==> config.mk <==
export PLATFORM = sky130hd
export DESIGN_NAME = http_chunked_body_decoder_flat
export DESIGN_NICKNAME = d
export VERILOG_FILES = /design/src/sv/hcbd_pkg.sv /design/src/sv/hcbd_in_if.sv /design/src/sv/hcbd_out_if.sv /design/src/sv/http_chunked_body_decoder.sv /design/src/flat_wrapper.sv
export SDC_FILE = /design/constraint.sdc
export NUM_CORES = 1
export LEC_CHECK = 0
export BUFFER_PORTS_ARGS = -buffer_cell sky130_fd_sc_hd__buf_2
export CAP_MARGIN = 0
export CORE_UTILIZATION = 50
export DETAILED_ROUTE_END_ITERATION = 6
export PLACE_DENSITY = 0.7
export SLEW_MARGIN = 20
export SYNTH_ARGS = -nofsm -noshare
export SYNTH_HDL_FRONTEND = slang
export SYNTH_SLANG_ARGS = --single-unit
export TNS_END_PERCENT = 5
==> constraint.sdc <==
create_clock -name i_clk -period 2.75 [get_ports i_clk]
set_clock_uncertainty 0.05 [all_clocks]
set_input_delay 0 -clock i_clk [delete_from_list [all_inputs] [get_ports i_clk]]
set_output_delay 0 -clock i_clk [all_outputs]
set_load 0.02 [all_outputs]
==> src/sv/hcbd_pkg.sv <==
// ----------------------------------------------------------------------------
// hcbd_pkg: shared types and constants for the chunked body decoder
// Byte type, line delimiter characters and hex digit decoding.
// ----------------------------------------------------------------------------
package hcbd_pkg;

    typedef logic [7:0] t_byte;

    localparam t_byte CH_CR = 8'h0D;
    localparam t_byte CH_LF = 8'h0A;

    // Digit value in [3:0]; bit 4 set means not a hex digit.
    typedef logic [4:0] t_hex;

    function automatic t_hex hex_value(input t_byte b);
        t_byte t;
        t = 8'h00;
        if (b inside {[8'h30:8'h39]}) begin
            t = b - 8'h30;
            return {1'b0, t[3:0]};
        end
        if (b inside {[8'h61:8'h66]}) begin
            t = b - 8'h57;
            return {1'b0, t[3:0]};
        end
        if (b inside {[8'h41:8'h46]}) begin
            t = b - 8'h37;
            return {1'b0, t[3:0]};
        end
        return 5'h10;
    endfunction

endpackage

==> src/sv/hcbd_in_if.sv <==
// ----------------------------------------------------------------------------
// hcbd_in_if: raw body byte channel
// Valid/ready channel carrying one byte of the chunked message per beat.
// ----------------------------------------------------------------------------
interface hcbd_in_if import hcbd_pkg::*; ();
    logic  valid;
    logic  ready;
    t_byte data_byte;

    modport source (output valid, output data_byte, input ready);
    modport sink   (input valid, input data_byte, output ready);
endinterface

==> src/sv/hcbd_out_if.sv <==
// ----------------------------------------------------------------------------
// hcbd_out_if: decoded result channel
// Valid/ready channel carrying a payload byte or an end-of-body marker.
// ----------------------------------------------------------------------------
interface hcbd_out_if import hcbd_pkg::*; ();
    logic  valid;
    logic  ready;
    t_byte out_byte;
    logic  end_of_body;
    logic  size_overflow;

    modport source (output valid, output out_byte, output end_of_body,
                    output size_overflow, input ready);
    modport sink   (input valid, input out_byte, input end_of_body,
                    input size_overflow, output ready);
endinterface

==> src/sv/http_chunked_body_decoder.sv <==
// ----------------------------------------------------------------------------
// http_chunked_body_decoder: HTTP/1.1 chunked transfer body decoder
// Strips chunk size lines and trailing CR LF, forwards payload bytes and
// marks the end of each message.
// ----------------------------------------------------------------------------
// Usage:
//   i_in carries the raw chunked body, one byte per beat. o_out carries one
//   beat per payload byte (end_of_body = 0) and one beat with end_of_body = 1
//   and out_byte = 0 after the CR LF following a zero-size chunk. Size-line
//   bytes and the two bytes after each chunk's data produce no beat.
//   size_overflow reports whether any chunk size of the current message
//   saturated at SIZE_BITS bits.
//   Throughput: one byte per cycle while o_out takes every result. An
//   accepted byte lands in an input register and is decoded from there
//   into the output register once that register is empty or being taken.
//   Stall: while o_out is held off, an empty input register still takes one
//   more byte; after that i_in.ready drops until the result is taken.
//   Reset (synchronous, i_rst_n low): returns to the size-line phase with
//   an empty pipeline and all counters and flags cleared.
// ----------------------------------------------------------------------------
module http_chunked_body_decoder import hcbd_pkg::*; #(
    parameter int SIZE_BITS = 32
) (
    input  logic        i_clk,
    input  logic        i_rst_n,
    hcbd_in_if.sink     i_in,
    hcbd_out_if.source  o_out
);

    typedef enum logic [1:0] {
        PH_SIZE = 2'd0,
        PH_DATA = 2'd1,
        PH_SKIP = 2'd2
    } t_phase;

    typedef logic [SIZE_BITS-1:0] t_size;

    // input stage
    logic  r_in_valid;
    t_byte r_in_byte;

    // decoder state
    t_phase r_phase,    n_phase;
    t_size  r_acc,      n_acc;
    t_size  r_rem,      n_rem;
    logic   r_prev_cr,  n_prev_cr;
    logic   r_trailer,  n_trailer;
    logic   r_final,    n_final;
    logic   r_ovf,      n_ovf;

    // output stage
    logic  r_out_valid;
    t_byte r_out_byte,  n_out_byte;
    logic  r_out_eob,   n_out_eob;
    logic  r_out_ovf,   n_out_ovf;
    logic  n_produce;

    logic  advance;
    t_hex  digit;

    assign advance    = r_in_valid && (!r_out_valid || o_out.ready);
    assign i_in.ready = !r_in_valid || advance;
    assign digit      = hex_value(r_in_byte);

    always_comb begin
        n_phase    = r_phase;
        n_acc      = r_acc;
        n_rem      = r_rem;
        n_prev_cr  = r_prev_cr;
        n_trailer  = r_trailer;
        n_final    = r_final;
        n_ovf      = r_ovf;
        n_produce  = 1'b0;
        n_out_byte = r_in_byte;
        n_out_eob  = 1'b0;
        n_out_ovf  = r_ovf;
        case (r_phase)
            PH_DATA: begin
                n_produce = 1'b1;
                n_rem     = r_rem - t_size'(1);
                if (r_rem == t_size'(1)) begin
                    n_phase   = PH_SKIP;
                    n_trailer = 1'b0;
                end
            end
            PH_SKIP: begin
                if (!r_trailer) begin
                    n_trailer = 1'b1;
                end else begin
                    n_trailer = 1'b0;
                    n_phase   = PH_SIZE;
                    if (r_final) begin
                        n_produce  = 1'b1;
                        n_out_byte = 8'h00;
                        n_out_eob  = 1'b1;
                        n_final    = 1'b0;
                        n_ovf      = 1'b0;
                    end
                end
            end
            default: begin
                n_phase = PH_SIZE;
                if (r_in_byte == CH_LF && r_prev_cr) begin
                    n_prev_cr = 1'b0;
                    n_rem     = r_acc;
                    n_acc     = '0;
                    n_trailer = 1'b0;
                    if (r_acc == '0) begin
                        n_final = 1'b1;
                        n_phase = PH_SKIP;
                    end else begin
                        n_phase = PH_DATA;
                    end
                end else begin
                    n_prev_cr = (r_in_byte == CH_CR);
                    if (!digit[4]) begin
                        // a nonzero top nibble would shift out: saturate
                        if (r_acc[SIZE_BITS-1 -: 4] != 4'h0) begin
                            n_acc = '1;
                            n_ovf = 1'b1;
                        end else begin
                            n_acc = {r_acc[SIZE_BITS-5:0], digit[3:0]};
                        end
                    end
                end
            end
        endcase
    end

    always_ff @(posedge i_clk) begin
        if (!i_rst_n) begin
            r_in_valid  <= 1'b0;
            r_out_valid <= 1'b0;
            r_phase     <= PH_SIZE;
            r_acc       <= '0;
            r_rem       <= '0;
            r_prev_cr   <= 1'b0;
            r_trailer   <= 1'b0;
            r_final     <= 1'b0;
            r_ovf       <= 1'b0;
        end else begin
            if (i_in.valid && i_in.ready) begin
                r_in_valid <= 1'b1;
            end else if (advance) begin
                r_in_valid <= 1'b0;
            end
            if (advance) begin
                r_out_valid <= n_produce;
                r_phase     <= n_phase;
                r_acc       <= n_acc;
                r_rem       <= n_rem;
                r_prev_cr   <= n_prev_cr;
                r_trailer   <= n_trailer;
                r_final     <= n_final;
                r_ovf       <= n_ovf;
            end else if (o_out.ready) begin
                r_out_valid <= 1'b0;
            end
        end
    end

    always_ff @(posedge i_clk) begin
        if (i_in.valid && i_in.ready) begin
            r_in_byte <= i_in.data_byte;
        end
        if (advance) begin
            r_out_byte <= n_out_byte;
            r_out_eob  <= n_out_eob;
            r_out_ovf  <= n_out_ovf;
        end
    end

    assign o_out.valid         = r_out_valid;
    assign o_out.out_byte      = r_out_byte;
    assign o_out.end_of_body   = r_out_eob;
    assign o_out.size_overflow = r_out_ovf;

    // data phase is never entered or held with an empty count
    a_data_count: assert property (@(posedge i_clk) disable iff (!i_rst_n)
        r_phase == PH_DATA |-> r_rem != '0)
        else $error("data phase with zero byte count");

    // a payload byte always yields a beat
    a_data_beat: assert property (@(posedge i_clk) disable iff (!i_rst_n)
        advance && r_phase == PH_DATA |=> r_out_valid && !r_out_eob)
        else $error("payload byte dropped");

    // end marker carries a zero byte
    a_eob_zero: assert property (@(posedge i_clk) disable iff (!i_rst_n)
        r_out_valid && r_out_eob |-> r_out_byte == 8'h00)
        else $error("end marker with nonzero byte");

    // second skip byte only counted inside the skip phase
    a_trailer_phase: assert property (@(posedge i_clk) disable iff (!i_rst_n)
        r_trailer |-> r_phase == PH_SKIP)
        else $error("trailer count set outside skip phase");

    // a held result is not lost while the sink stalls
    a_hold: assert property (@(posedge i_clk) disable iff (!i_rst_n)
        r_out_valid && !o_out.ready |=> r_out_valid && $stable(r_out_byte))
        else $error("stalled result lost");

endmodule

==> src/flat_wrapper.sv <==
// flat-port wrapper written by rule: the top's interface ports become plain ports
module http_chunked_body_decoder_flat import hcbd_pkg::*;
#(
    parameter int SIZE_BITS = 32
)
  (i_clk, i_rst_n, i_in_valid, i_in_data_byte, i_in_ready, o_out_valid, o_out_out_byte, o_out_end_of_body, o_out_size_overflow, o_out_ready);
  hcbd_in_if i_in_i ();
  hcbd_out_if o_out_i ();
  input  logic i_clk;
  input  logic i_rst_n;
  input wire logic [$bits(i_in_i.valid)-1:0] i_in_valid;
  input wire logic [$bits(i_in_i.data_byte)-1:0] i_in_data_byte;
  output wire logic [$bits(i_in_i.ready)-1:0] i_in_ready;
  output wire logic [$bits(o_out_i.valid)-1:0] o_out_valid;
  output wire logic [$bits(o_out_i.out_byte)-1:0] o_out_out_byte;
  output wire logic [$bits(o_out_i.end_of_body)-1:0] o_out_end_of_body;
  output wire logic [$bits(o_out_i.size_overflow)-1:0] o_out_size_overflow;
  input wire logic [$bits(o_out_i.ready)-1:0] o_out_ready;
  assign i_in_i.valid = i_in_valid;
  assign i_in_i.data_byte = i_in_data_byte;
  assign i_in_ready = i_in_i.ready;
  assign o_out_valid = o_out_i.valid;
  assign o_out_out_byte = o_out_i.out_byte;
  assign o_out_end_of_body = o_out_i.end_of_body;
  assign o_out_size_overflow = o_out_i.size_overflow;
  assign o_out_i.ready = o_out_ready;
  http_chunked_body_decoder #(.SIZE_BITS(SIZE_BITS)) u_core (.i_clk(i_clk), .i_rst_n(i_rst_n), .i_in(i_in_i), .o_out(o_out_i));
endmodule
* Word-level counts from Yosys, hierarchy flattened
Cells that the tools add are included.
** Storage, ports and cells
- Flip-flop bits (word level) :: 90
- Input port bits :: 12
- Output and inout bits :: 12
- Logic and storage cells :: 111
** Operators by class
- Add/subtract/negate cells :: 4
- Order comparisons :: 6
- Equal/unequal tests :: 11
- Muxes and demuxes :: 47
- Bitwise gates (word level) :: 3
- Reduce and logical (&&, ||, !) cells :: 27
** Operator list (count)
- 2-to-1 mux 32 bit :: 4
- case mux 32 bit (2 select lines) :: 1
- equality test 32 x 1 -> 1 bit, second input constant :: 1
- logical NOT 32 bit :: 1
- subtractor 32 x 1 -> 32 bit, second input constant :: 1
- 2-to-1 mux 5 bit :: 6
- 2-to-1 mux 1 bit :: 24
- 2-to-1 mux 8 bit :: 3
- equality test 8 x 4 -> 1 bit, second input constant :: 2
- >= comparator 8 x 7 -> 1 bit, second input constant :: 2
- less-or-equal comparator 8 x 7 -> 1 bit, second input constant :: 2
- AND reduction 3 bit :: 4
- nonzero test 2 bit :: 6
- >= comparator 8 x 6 -> 1 bit, second input constant :: 1
- less-or-equal comparator 8 x 6 -> 1 bit, second input constant :: 1
- 2-to-1 mux 2 bit :: 4
- case mux 1 bit (2 select lines) :: 4
- subtractor 4 x 3 -> 4 bit, second input constant :: 2
- AND reduction 7 bit :: 1
- logical AND 1 bit :: 6
- inequality test 2 x 1 -> 1 bit, second input constant :: 3
- inequality test 2 bit, second input constant :: 3
- AND reduction 5 bit :: 1
- case mux 2 bit (2 select lines) :: 1
- other kinds (10) :: 14

* Logic depth before layout (Yosys ltp)
Gate-level depths: netlist (run 1).
- Depth after elaboration :: 12
- Gate-level depth with buffers :: 9
- Gate-level depth less buffers :: 7

* Worst setup path after synthesis (run 1)
OpenSTA, ideal clock, no wires.
- Kind :: reg-to-reg
- From :: register u_core.r_in_byte[0]
- To :: register u_core.r_rem[29]
- Setup time :: 117 ps
- Arrival :: 2027 ps
- Data required time :: 2583 ps
- Setup slack :: 556 ps
- Stages on the path, launching flop included :: 10
- Buffers on the path :: 2
- Period minus slack after synthesis :: 2194 ps
- Cells stage by stage :: edfxtp_1 inv_1 ha_1 nor4b_2 and3_1 clkbuf_1 o21ai_1 clkbuf_1 nor2_1 a32o_1
** Between the ends
- Longest elaborated chain between the ends :: 4
** Ends and longest elaborated chain
- start: declaration :: line http_chunked_body_decoder.sv:40 : t_byte r_in_byte;
- start signal: assignment :: line http_chunked_body_decoder.sv:164 : r_in_byte <= i_in.data_byte;
- equality test 8 x 4 -> 1 bit :: line http_chunked_body_decoder.sv:103 : if (r_in_byte == CH_LF && r_prev_cr) begin
- logical AND 1 bit :: line http_chunked_body_decoder.sv:103
- nonzero test 2 bit (no line)
- AND reduction 3 bit (no line)
- end signal: assignment :: line http_chunked_body_decoder.sv:151 : r_rem <= n_rem;
- end: declaration :: line http_chunked_body_decoder.sv:45 : t_size r_rem, n_rem;
No other way between the ends.
A chain may end at the register's enable or synchronous reset.

* Worst setup path after layout (run 1)
- From :: register u_core.r_rem[25]
- To :: register u_core.r_phase[0]
** Between the ends
- Longest elaborated chain between the ends :: 3
** Ends and longest elaborated chain
- equality test 32 x 1 -> 1 bit :: line http_chunked_body_decoder.sv:81 : if (r_rem == t_size'(1)) begin
- inequality test 2 x 1 -> 1 bit (no line)
- AND reduction 3 bit (no line)
- end signal: assignment :: line http_chunked_body_decoder.sv:149 : r_phase <= n_phase;
- end: declaration :: line http_chunked_body_decoder.sv:43 : t_phase r_phase, n_phase;
No other way between the ends.

==> results of run 1 <==
worst paths after layout:
| check | start | endpoint | slack [ps] | cells after the start |
|---|---|---|---|---|
| max | u_core.r_rem[25] | u_core.r_phase[0] | 190 | 5 |
| min | i_in_data_byte[7] | u_core.r_in_byte[7] | 270 | 2 |
| max reg2reg | u_core.r_rem[25] | u_core.r_phase[0] | 190 | 5 |
| min reg2reg | u_core.n_out_ovf | u_core.o_out.size_overflow | 400 | 0 |
placed cells by master, fill, tap and decap left out, drive strengths merged, types with 4 or more instances in the layout:
cell type / instances
nand2: 64
inv: 19
o211ai: 4
mux2i: 6
nand4: 6
clkbuf: 9
edfxtp: 18
nor2: 61
o21ai: 23
nor2b: 6
or4: 7
buf: 38
dfxtp: 72
a221oi: 4
o21a: 4
dlygate4sd3: 12
nor4: 17
and2: 10
a31oi: 14
nor4b: 4
o22ai: 41
ha: 8
a21oi: 34
a211oi: 6
nand3: 20
and3: 4
nor3: 13
nand2b: 7
worst reg2reg max path, stage by stage (launching register included):
cell                      delay, ps
sky130_fd_sc_hd__dfxtp_1        380
sky130_fd_sc_hd__nor4_1         640
sky130_fd_sc_hd__nand4_1        370
sky130_fd_sc_hd__o31ai_1        630
sky130_fd_sc_hd__and2_1         260
sky130_fd_sc_hd__mux2i_1        180
kinds of logic after synthesis:
group	share of synthesized area, %
mux	1.30
flops	42.9
fa+ha+maj	2.16
simple gates	25.7
buf+inv	4.98
compound gates	23.0
cell type report:
type                            instances  area, um^2  area share [%]
Multi-Input combinational cell        409        2420            47.1
Sequential cell                        90        1980            38.5
Timing Repair Buffer                   50         360            7.01
Tap cell                              108         135            2.63
Clock buffer                            9         124            2.41
Inverter                               17        63.8            1.24
Clock inverter                          7        53.8            1.05
cells in the mapped netlist, types with 4 or more instances:
cell type                  instances
sky130_fd_sc_hd__a211oi_1          6
sky130_fd_sc_hd__a21oi_1          34
sky130_fd_sc_hd__a221oi_1          4
sky130_fd_sc_hd__a31oi_1          14
sky130_fd_sc_hd__and2_1           10
sky130_fd_sc_hd__and3_1            4
sky130_fd_sc_hd__buf_2             6
sky130_fd_sc_hd__clkbuf_1         30
sky130_fd_sc_hd__dfxtp_1          72
sky130_fd_sc_hd__edfxtp_1         18
sky130_fd_sc_hd__ha_1              8
sky130_fd_sc_hd__inv_1            17
sky130_fd_sc_hd__mux2i_1           6
sky130_fd_sc_hd__nand2_1          63
sky130_fd_sc_hd__nand2b_1          7
sky130_fd_sc_hd__nand3_1          20
sky130_fd_sc_hd__nand4_1           6
sky130_fd_sc_hd__nor2_1           61
sky130_fd_sc_hd__nor2b_1           6
sky130_fd_sc_hd__nor3_1           12
sky130_fd_sc_hd__nor4_1           14
sky130_fd_sc_hd__o211ai_1          4
sky130_fd_sc_hd__o21a_1            4
sky130_fd_sc_hd__o21ai_0          21
sky130_fd_sc_hd__o22ai_1          41
sky130_fd_sc_hd__or4_1             7
metal layers:
layer | track usage, % | routed length (um) | up-vias
li1 | - | - | 2100
met1 | 38.0 | 5680 | 2090
met2 | 40.5 | 5640 | 193
met3 | 3.72 | 804 | 30
met4 | 12.1 | 321 | 0
met5 | 0 | 0 | -
metrics by stage:
step	instances	hold WS (ps)
after floorplan	556	48.9
after global placement	662	127
after detailed placement	662	129
after CTS	690	279
after global routing	690	274
final	690	273
power by group through the flow:
stage,combinational (W),sequential [W],clock (W)
6_report,0.000121,0.00137,0.000851
5_1_grt,0.000132,0.00138,0.000915
4_1_cts,0.000120,0.00137,0.000857
3_5_place_dp,0.000106,0.00140,0
3_3_place_gp,0.000105,0.00140,0
2_1_floorplan,0.0000666,0.00141,0
registers in the layout, indices dropped and copies added, names as in the netlist:
signal                      flops
u_core.o_out.end_of_body        1
u_core.r_final                  1
u_core.o_out.size_overflow      1
u_core.n_out_ovf                1
u_core.o_out.valid              1
u_core.r_acc                   32
u_core.r_in_valid               1
u_core.r_rem                   32
u_core.o_out.out_byte           8
u_core.r_in_byte                8
u_core.r_prev_cr                1
u_core.r_trailer                1
u_core.r_phase                  2
what timing repair did:
action	CTS	global route
endpoints found under the setup margin	0	2
resized for setup	0	1
hold endpoints to repair	11	0
hold buffers	12	0
==> summary.log, run 1 <==
qor: power.p_int 0.00174 W
qor: detailed_routing.viasPerCell 6.40
qor: setup_path.worst_ep_required_time 3020 ps
qor: sta.slew_viol_final 0
qor: detailed_routing.detailroute.via_count 4413
qor: sta.timing.final.ws_setup 191 ps
qor: outcome.run_status completed
qor: floorplanning.design.die.area 9640 um^2
qor: detailed_routing.wl_per_cell 18.0 um
qor: worst_hold_path.timing.hold.worst.class in2reg
qor: final_layout.final_util 58.1%
qor: power.p_seq_share 58.6%
qor: cts.tritoncts yes
qor: floorplanning.floorplan.die.height 98.2 um
qor: place.hpwl 8.39 mm
qor: detailed_routing.drtAntennaViolNets 0
qor: power.power.leakage 1.81 nW
qor: sta.setup_violations 0
qor: yosys.yosys.cell_types.count 62
qor: power.clock_power_share 36.3%
qor: global_route.pin_count_of_the_biggest_net_entering_global_routing 57
qor: detailed_routing.postRouteWirelength 12.4 mm
qor: sta.maxSlewHeadroom 53.3%
qor: yosys.yosys_most_used_dff sky130_fd_sc_hd__dfxtp_1
qor: global_route.globalRouteTotalUtil 26.8%
qor: setup_path.cp-start-kind flip-flop
qor: global_route.first_global_vias 4098
qor: sta.tightest_slew 693 ps
qor: power.ir_worst_vdd 286 uV
qor: floorplanning.fp.dieW 98.2 um
qor: setup_path.worst_path_max_delay_cell sky130_fd_sc_hd__nor4_1
qor: place.dpl_worst_slack 223 ps
qor: yosys.synthesis.instances 556
qor: floorplanning.placeableCoreArea 8850 um^2
qor: detailed_routing.drt_pre_antenna_iters 5
qor: yosys.synth-seq-area-share 42.9%
qor: global_route.grt_pass1_wl 20.5 mm
qor: cts.clockRootBuffer sky130_fd_sc_hd__clkbuf_8
qor: yosys.post-synth-top-area-cell sky130_fd_sc_hd__dfxtp_1
qor: flow_run.maxCapViolCount 0
qor: setup_path.crit_chain nor4_1, nand4_1, o31ai_1, and2_1, mux2i_1
qor: floorplanning.rows 34
qor: sta.grt_setup_unrepaired false
qor: cts.cts_inserted_buffers 9
qor: yosys.syn-num-nets 576
qor: setup_path.cp_class reg2reg
qor: place.buffer_ports.inserted 23
qor: power.switchingPower 0.000604 W
qor: detailed_routing.dr.first_iter.drc_count 465
qor: setup_path.crit_arrival 2830 ps
qor: final_layout.antenna_diode_count 0
qor: setup_path.endpoint_kind_of_the_worst_setup_timing_path flip-flop
qor: cts.cts.sink_count 90
qor: sta.setup_total_negative_slack 0 ps
qor: yosys.syn-mean-instance-area 8.32 um^2
qor: detailed_routing.route.detailed.drc 0
qor: place.finalWeightedCongestion 0.968
qor: sta.final-hold-violation-count 0
qor: place.detailed_place.area 4840 um^2
qor: setup_path.critical_path_buf_inv_count 0
qor: final_layout.final_design_area_no_fill 5140 um^2
qor: yosys.yosys_warnings 0
qor: cts.cts_htree_levels 3
qor: yosys.synthesis.area 4620 um^2
qor: cts.postCtsSetupRepairBufs 0
qor: final_layout.final_nets 597
qor: setup_path.worst_path_top_cell_family_by_delay simple AND/OR/NAND/NOR gates
qor: floorplanning.boundaryPins 24
qor: power.switching_share 25.7%
qor: global_route.grt_total_ovfl 0
qor: cts.cts.path.max_buffers 2
qor: final_layout.fill_cells 792
qor: setup_path.crit_fanout 6
qor: yosys.ys_top_cells_by_area sky130_fd_sc_hd__dfxtp_1 31%, sky130_fd_sc_hd__edfxtp_1 12%, sky130_fd_sc_hd__o22ai_1 5.5%, sky130_fd_sc_hd__nand2_1 5.1%, sky130_fd_sc_hd__nor2_1 5.0%
qor: setup_path.cpPeakStageDelay 640 ps
qor: yosys.synth_edf_count 18
qor: yosys.synth_top_cell_area_share 31.2%
qor: power.post-layout-total-power 0.00235 W
qor: sta.max_clock_freq 0.391 GHz
qor: sta.period_share 93.0%
qor: global_route.grt_antenna_before_repair 0
qor: floorplanning.floorplan.initialDensity 52.3%
qor: yosys.seq_cells_post_synth 90
qor: cts.cts.clk_slew.worst_paths 100 ps
qor: final_layout.growth_of_design_area_from_synthesis_to_finish 11.2%
qor: sta.final.min_clock_period 2560 ps
qor: yosys.synthArstFlopShare 0%
qor: cts.insertion_delay 380 ps
qor: power.power_density 456 nW/um^2
qor: power.power.combinational.fraction 5.2%
qor: final_layout.layout-drive-gt1-share 11.3%
(Power assumes the default switching activity.)
==> inputs of run 2 (changes only) <==
--- a/config.mk
+++ b/config.mk
@@ -7,7 +7,7 @@
 export LEC_CHECK = 0
 export BUFFER_PORTS_ARGS = -buffer_cell sky130_fd_sc_hd__buf_2
-export CAP_MARGIN = 0
 export CORE_UTILIZATION = 50
 export DETAILED_ROUTE_END_ITERATION = 6
+export GPL_TIMING_DRIVEN = 0
 export PLACE_DENSITY = 0.7
 export SLEW_MARGIN = 20
==> constraint.sdc (replaced) <==
create_clock -name i_clk -period 2.75 [get_ports i_clk]
set_clock_uncertainty 0.05 [all_clocks]
set_input_delay 0.1375 -clock i_clk [delete_from_list [all_inputs] [get_ports i_clk]]
set_output_delay 0.1375 -clock i_clk [all_outputs]
set_load 0.02 [all_outputs]
==> run 2 against run 1 <==
Net effect: clock-buffer cell count did not move; die area is the same; routed wire length up 12%; first-iteration DRC count decreased by 3.9%; clock power grew 14%; sequential power about the same; combinational power rose by 7%; global-route usage is 2.8 points higher; via count rose by 3.6%; worst setup slack worse by 170 ps.
==> summary.log, run 2 (synthesized netlist as in run 1, its figures left out) <==
qor: setup_path.timing.rr.end u_core.r_rem[18]
qor: sta.max_clock_freq 0.367 GHz [-6.1%]
qor: cts.cts_inserted_buffers 9 [unchanged]
qor: power.power_density 474 nW/um^2 [+3.8%]
qor: final_layout.reg_top3 u_core.r_acc: 32 flops, u_core.r_rem: 32 flops
qor: setup_path.reg2regPathDepth 7 [+2]
qor: worst_hold_path.hold-path-endpoint u_core.o_out.valid
qor: floorplanning.fp.dieW 98.2 um [unchanged]
qor: detailed_routing.route.detailed.drc 0 [unchanged]
qor: sta.final.min_clock_period 2730 ps [+167 ps]
qor: detailed_routing.drt_pre_antenna_iters 6 [+1]
qor: global_route.pin_count_of_the_biggest_net_entering_global_routing 18 [-68%]
qor: setup_path.crit_chain inv_1, ha_1, or3b_2, nor2_1, nor4b_1, a31oi_1, o221ai_1
qor: detailed_routing.dr.first_iter.drc_count 447 [-3.9%]
qor: cts.cts.clk_slew.worst_paths 100 ps [about the same]
qor: final_layout.final_nets 619 [+3.7%]
qor: cts.cts.sink_count 90 [unchanged]
qor: floorplanning.boundaryPins 24 [unchanged]
qor: setup_path.cp-start-kind flip-flop
qor: sta.tightest_slew 999 ps [+305 ps]
qor: setup_path.crit_arrival 2970 ps [+140 ps]
qor: global_route.globalRouteTotalUtil 29.6% [+2.8 points]
qor: global_route.first_global_vias 4317 [+5.3%]
qor: final_layout.antenna_diode_count 0 [unchanged]
qor: detailed_routing.drtAntennaViolNets 0 [unchanged]
qor: sta.setup_violations 0 [unchanged]
qor: setup_path.worst_path_top_cell_family_by_delay simple AND/OR/NAND/NOR gates
qor: floorplanning.design.die.area 9640 um^2 [unchanged]
qor: flow_run.maxCapViolCount 0 [unchanged]
qor: setup_path.regToRegStartpoint u_core.r_rem[0]
qor: place.hpwl 9.80 mm [+17%]
qor: final_layout.layout_commonest_cell sky130_fd_sc_hd__dfxtp_1
qor: place.detailed_place.area 4870 um^2 [+0.72%]
qor: sta.maxSlewHeadroom 32.5% [-21 points]
qor: cts.cts_htree_levels 3 [unchanged]
qor: power.ir_worst_vdd 283 uV [-1.0%]
qor: setup_path.critical_path_buf_inv_count 1 [+1]
qor: sta.slew_viol_final 0 [unchanged]
qor: cts.cts.path.max_buffers 2 [unchanged]
qor: place.finalWeightedCongestion 0.939 [-3.0%]
qor: setup_path.reg2reg_setup_slack 20 ps [-170 ps]
qor: cts.postCtsSetupRepairBufs 0 [unchanged]
qor: final_layout.final_design_area_no_fill 5200 um^2 [+1.2%]
qor: worst_hold_path.timing.hold.worst.class in2reg
qor: sta.setup_total_negative_slack 0 ps [unchanged]
qor: final_layout.layout-drive-gt1-share 10.6% [-0.74 points]
qor: detailed_routing.viasPerCell 6.42 [+0.40%]
qor: floorplanning.placeableCoreArea 8850 um^2 [unchanged]
qor: cts.insertion_delay 380 ps [about the same]
qor: global_route.grt_antenna_before_repair 0 [unchanged]
qor: sta.grt_setup_unrepaired true
qor: detailed_routing.postRouteWirelength 13.9 mm [+12%]
qor: setup_path.endpoint_kind_of_the_worst_setup_timing_path flip-flop
qor: sta.final-hold-violation-count 0 [unchanged]
qor: cts.clockRootBuffer sky130_fd_sc_hd__clkbuf_8
qor: setup_path.worst_ep_required_time 2990 ps [-30 ps]
qor: global_route.grt_total_ovfl 0 [unchanged]
qor: setup_path.crit_fanout 5 [-1]
qor: sta.period_share 99.1% [+6.1 points]
qor: setup_path.cpPeakStageDelay 810 ps [+170 ps]
qor: setup_path.worst_path_max_delay_cell sky130_fd_sc_hd__nor4b_1
qor: floorplanning.floorplan.initialDensity 52.3% [unchanged]
qor: setup_path.cp_class reg2reg
qor: cts.tritoncts yes
qor: detailed_routing.wl_per_cell 19.5 um [+8.1%]
qor: detailed_routing.detailroute.via_count 4572 [+3.6%]
qor: outcome.run_status completed
qor: place.buffer_ports.inserted 23 [unchanged]
qor: global_route.grt_pass1_wl 22.3 mm [+9.0%]
qor: floorplanning.floorplan.die.height 98.2 um [unchanged]
qor: floorplanning.rows 34 [unchanged]
qor: worst_hold_path.worstHoldPathCells 3 [+1]
qor: final_layout.most-common-layout-cells 72 x sky130_fd_sc_hd__dfxtp_1, 62 x sky130_fd_sc_hd__nand2_1, 61 x sky130_fd_sc_hd__nor2_1
qor: power.power.leakage 1.82 nW [+0.31%]
qor: final_layout.growth_of_design_area_from_synthesis_to_finish 12.6%
qor: worst_hold_path.hp-start o_out_ready
run 2: cell count changes in the layout (fill, tap and decap cells not counted), sizes merged:
cell         change
bufinv           +1
dlygate4sd3      -3
buf              -6
inv              +2
clkinv           -3
clkbuf          +31
run 2: timing repair:
action	CTS	global route
hold buffers	9	0
endpoints found under the setup margin	21	48
resized for setup	4	6
endpoints found under the hold margin	9	0
run 2: power breakdown:
group	internal (W)	switching, W	total [W]
Clock	0.000436	0.000529	0.000966
Combinational	0.0000450	0.0000839	0.000129
Sequential	0.00136	0.0000113	0.00137
run 2: worst max path at each step:
stage	end	slack (ps)	startpoint	cells after the start
6_report	u_core.r_rem[18]	20	u_core.r_rem[0]	7
3_5_place_dp	u_core.r_rem[29]	-120	u_core.r_in_byte[0]	9
2_1_floorplan	u_core.r_rem[29]	560	u_core.r_in_byte[0]	9
5_1_grt	u_core.r_rem[0]	-40	u_core.r_in_byte[0]	8
4_1_cts	u_core.r_rem[29]	20	u_core.r_in_byte[0]	9
3_3_place_gp	u_core.r_rem[29]	-90	u_core.r_in_byte[0]	9
run 2: metrics by stage:
step           hold slack [ps]  setup slack (ps)  util (%)  std cells  power (W)
3_5_place_dp               266              -116      55.1        687    0.00152
3_3_place_gp               265             -94.0      55.1        687    0.00151
5_1_grt                   79.2             -38.3      58.8        712    0.00253
6_report                  46.9              24.0      58.8        712    0.00247
2_1_floorplan              186               556         -        556    0.00147
4_1_cts                   42.6              20.8      58.5        712    0.00247
run 2: routing by layer:
layer  vias to the layer above  wire length (um)  global-route usage (%)  part of all wire, %
met3                        26              1190                    5.80                  8.6
met4                         0               210                    9.30                  1.5
li1                       2154                 -                       -                    -
met5                         -                 0                       0                    0
met2                       213              6440                    47.0                   46
met1                      2179              6040                    40.7                   43
run 2: tightest hold or removal path, cell delays in order:
cell and delay [ps]:
sky130_fd_sc_hd__buf_2 80, sky130_fd_sc_hd__nand2b_1 140, sky130_fd_sc_hd__a21oi_1 70
run 2: final cells by class:
class / count / area, um^2
Fill cell: 798 / 3640
Multi-Input combinational cell: 409 / 2440
Sequential cell: 90 / 1980
Timing Repair Buffer: 32 / 205
Buffer: 40 / 171
Tap cell: 108 / 135
Clock buffer: 9 / 124
Clock inverter: 7 / 82.6
Inverter: 17 / 63.8
==> inputs of run 3 (changes only) <==
Settings changed: PLACE_DENSITY 0.7 to default, PLACE_DENSITY_LB_ADDON from default to 0.25.
==> run 3 against run 2 <==
Net effect: the flow now finishes with violations (setup timing); global-route usage shrank 0.70 points; maximum frequency shrank 2.9%; critical path depth grew 1; final area shrank 0.79%; flip-flop and latch count is the same; die area is the same; worst setup slack lost 82 ps; worst hold slack lost 4.0 ps; non-clock buffer count shrank 1; utilization shrank 0.47 points; sequential share of layout area grew 0.30 points.
==> summary.log, run 3 (synthesized netlist as in run 1, its figures left out) <==
qor: floorplanning.boundaryPins 24 [unchanged]
qor: global_route.globalRouteTotalUtil 28.9% [-0.70 points]
qor: sta.maxSlewHeadroom 31.0% [-1.5 points]
qor: floorplanning.floorplan.die.height 98.2 um [unchanged]
qor: global_route.pin_count_of_the_biggest_net_entering_global_routing 19 [+1]
qor: setup_path.cp-start-kind flip-flop
qor: sta.tightest_slew 1020 ps [+22.4 ps]
qor: setup_path.endpoint_kind_of_the_worst_setup_timing_path flip-flop
qor: cts.cts.path.max_buffers 2 [unchanged]
qor: outcome.run_status finished with violations
qor: sta.timing.final.ws_setup -57.6 ps [-81.6 ps]
qor: sta.setup_violations 3 [+3]
qor: global_route.gr-max-usage-layer met2
qor: final_layout.layout_commonest_cell sky130_fd_sc_hd__dfxtp_1
qor: worst_hold_path.timing.hold.worst.class in2reg
qor: place.dp.cells 687 [unchanged]
qor: cts.postCtsSetupRepairBufs 0 [unchanged]
qor: place.buffer_ports.inserted 23 [unchanged]
qor: final_layout.total_area_of_multi_input_combinational_cells 2420 um^2 [-0.77%]
qor: global_route.grt_util_met3 5.87% [+0.072 points]
qor: final_layout.final_nets 618 [-0.16%]
qor: final_layout.fill_cells 800 [+0.25%]
qor: setup_path.worst_ep_required_time 2980 ps [about the same]
qor: flow_run.maxCapViolCount 0 [unchanged]
qor: floorplanning.design.die.area 9640 um^2 [unchanged]
qor: global_route.first_global_vias 4331 [+0.32%]
qor: floorplanning.placeableCoreArea 8850 um^2 [unchanged]
qor: final_layout.final-instance-count-excl-fill 711 [-0.14%]
qor: detailed_routing.dr.first_iter.drc_count 473 [+5.8%]
qor: place.detailed_place.area 4870 um^2 [unchanged]
qor: setup_path.startpoint u_core.r_in_byte[0]
qor: sta.grt_setup_unrepaired true
qor: detailed_routing.drtAntennaViolNets 0 [unchanged]
qor: place.finalWeightedCongestion 0.968 [+3.0%]
qor: global_route.grt_util_met1 39.5% [-1.2 points]
qor: cts.insertion_delay 360 ps [-20 ps]
qor: cts.cts_htree_levels 3 [unchanged]
qor: power.power_density 464 nW/um^2 [-2.0%]
qor: cts.cts.clk_slew.worst_paths 110 ps [about the same]
qor: global_route.grt_total_ovfl 0 [unchanged]
qor: final_layout.antenna_diode_count 0 [unchanged]
qor: power.power.leakage 1.81 nW [-0.44%]
qor: detailed_routing.postRouteWirelength 13.6 mm [-1.7%]
qor: floorplanning.fp.dieW 98.2 um [unchanged]
qor: cts.tritoncts yes
qor: detailed_routing.viasPerCell 6.40 [-0.41%]
qor: sta.slew_viol_final 0 [unchanged]
qor: worst_hold_path.hp-start o_out_ready
qor: sta.max_clock_freq 0.356 GHz [-2.9%]
qor: setup_path.crit_fanout 10 [+5]
qor: floorplanning.floorplan.initialDensity 52.3% [unchanged]
qor: cts.cts_inserted_buffers 9 [unchanged]
qor: final_layout.reg_top3 u_core.r_acc: 32 flops, u_core.r_rem: 32 flops
qor: final_layout.growth_of_design_area_from_synthesis_to_finish 11.7%
qor: setup_path.regToRegStartpoint u_core.r_in_byte[0]
qor: cts.cts.sink_count 90 [unchanged]
qor: global_route.grtUsageMet2 45.5% [-1.5 points]
qor: setup_path.cp_class reg2reg
qor: detailed_routing.wl_per_cell 19.2 um [-1.6%]
qor: detailed_routing.route.detailed.drc 0 [unchanged]
qor: detailed_routing.drt_pre_antenna_iters 6 [unchanged]
qor: global_route.grt_antenna_before_repair 0 [unchanged]
qor: sta.final.min_clock_period 2810 ps [+81.6 ps]
qor: final_layout.final-seq-area 1980 um^2 [unchanged]
qor: setup_path.crit_arrival 3040 ps [+70 ps]
qor: cts.clockRootBuffer sky130_fd_sc_hd__clkbuf_8
qor: power.ir_worst_vdd 244 uV [-14%]
qor: place.hpwl 9.72 mm [-0.76%]
qor: sta.period_share 102% [+3.0 points]
qor: detailed_routing.detailroute.via_count 4547 [-0.55%]
qor: outcome.violations setup timing
qor: final_layout.most-common-layout-cells 72 x sky130_fd_sc_hd__dfxtp_1, 62 x sky130_fd_sc_hd__nand2_1, 61 x sky130_fd_sc_hd__nor2_1
qor: final_layout.final_util 58.4% [-0.47 points]
qor: final_layout.final_design_area_no_fill 5160 um^2 [-0.79%]
qor: final_layout.layout-drive-gt1-share 10.4% [-0.15 points]
qor: global_route.grt_pass1_wl 21.9 mm [-1.9%]
qor: sta.final-hold-violation-count 0 [unchanged]
qor: floorplanning.rows 34 [unchanged]
[run 3: routing by layer]
layer  up-vias  part of all wire (%)
met5         -                     0
met4         0                   2.2
met3        26                   8.1
met2       224                    45
met1      2148                    44
li1       2149                     -
[run 3: what timing repair did]
item | in CTS | in global routing
endpoints found under the hold margin | 9 | 0
resized for setup | 3 | 6
setup endpoints to repair | 23 | 57
hold buffers | 9 | 0
[run 3: per-stage QoR]
step	setup TNS [ps]	power [W]	hold slack, ps	setup slack (ps)
6_report	-76.1	0.00240	42.9	-57.6
5_1_grt	-2210	0.00247	64.7	-167
4_1_cts	0	0.00241	34.1	3.63
3_5_place_dp	-1600	0.00151	266	-190
3_3_place_gp	-668	0.00151	265	-125
2_1_floorplan	0	0.00147	186	556
[run 3: worst max-delay path: stages (launching register included)]
cell                       delay, ps
sky130_fd_sc_hd__edfxtp_1        520
sky130_fd_sc_hd__inv_1           170
sky130_fd_sc_hd__ha_1            180
sky130_fd_sc_hd__nor4b_2         340
sky130_fd_sc_hd__nand3_1         300
sky130_fd_sc_hd__a21oi_2         350
sky130_fd_sc_hd__buf_2           310
sky130_fd_sc_hd__nand2_2         220
sky130_fd_sc_hd__o22ai_1         290
[run 3: area by class of cell]
cell class	count	share of cell area, %
sequential	90	38.4
clock inverter	7	1.26
inverter	17	1.24
multi-input combinational	409	46.9
tap	108	2.62
clock buffer	9	2.40
buffer	39	3.22
timing repair buffer	32	3.97
[run 3: where the power goes]
group	switching, W	internal (W)
logic	0.0000821	0.0000445
clock network	0.000547	0.000353
registers	0.0000105	0.00136
[run 3: worst paths after layout]
path / endpoint / slack, ps / cells after the start
worst max-delay path: u_core.r_rem[28] / -60 / 8
worst min-delay path: u_core.o_out.valid / 40 / 3
worst max register to register: u_core.r_rem[28] / -60 / 8
worst min register to register: u_core.o_out.size_overflow / 400 / 0
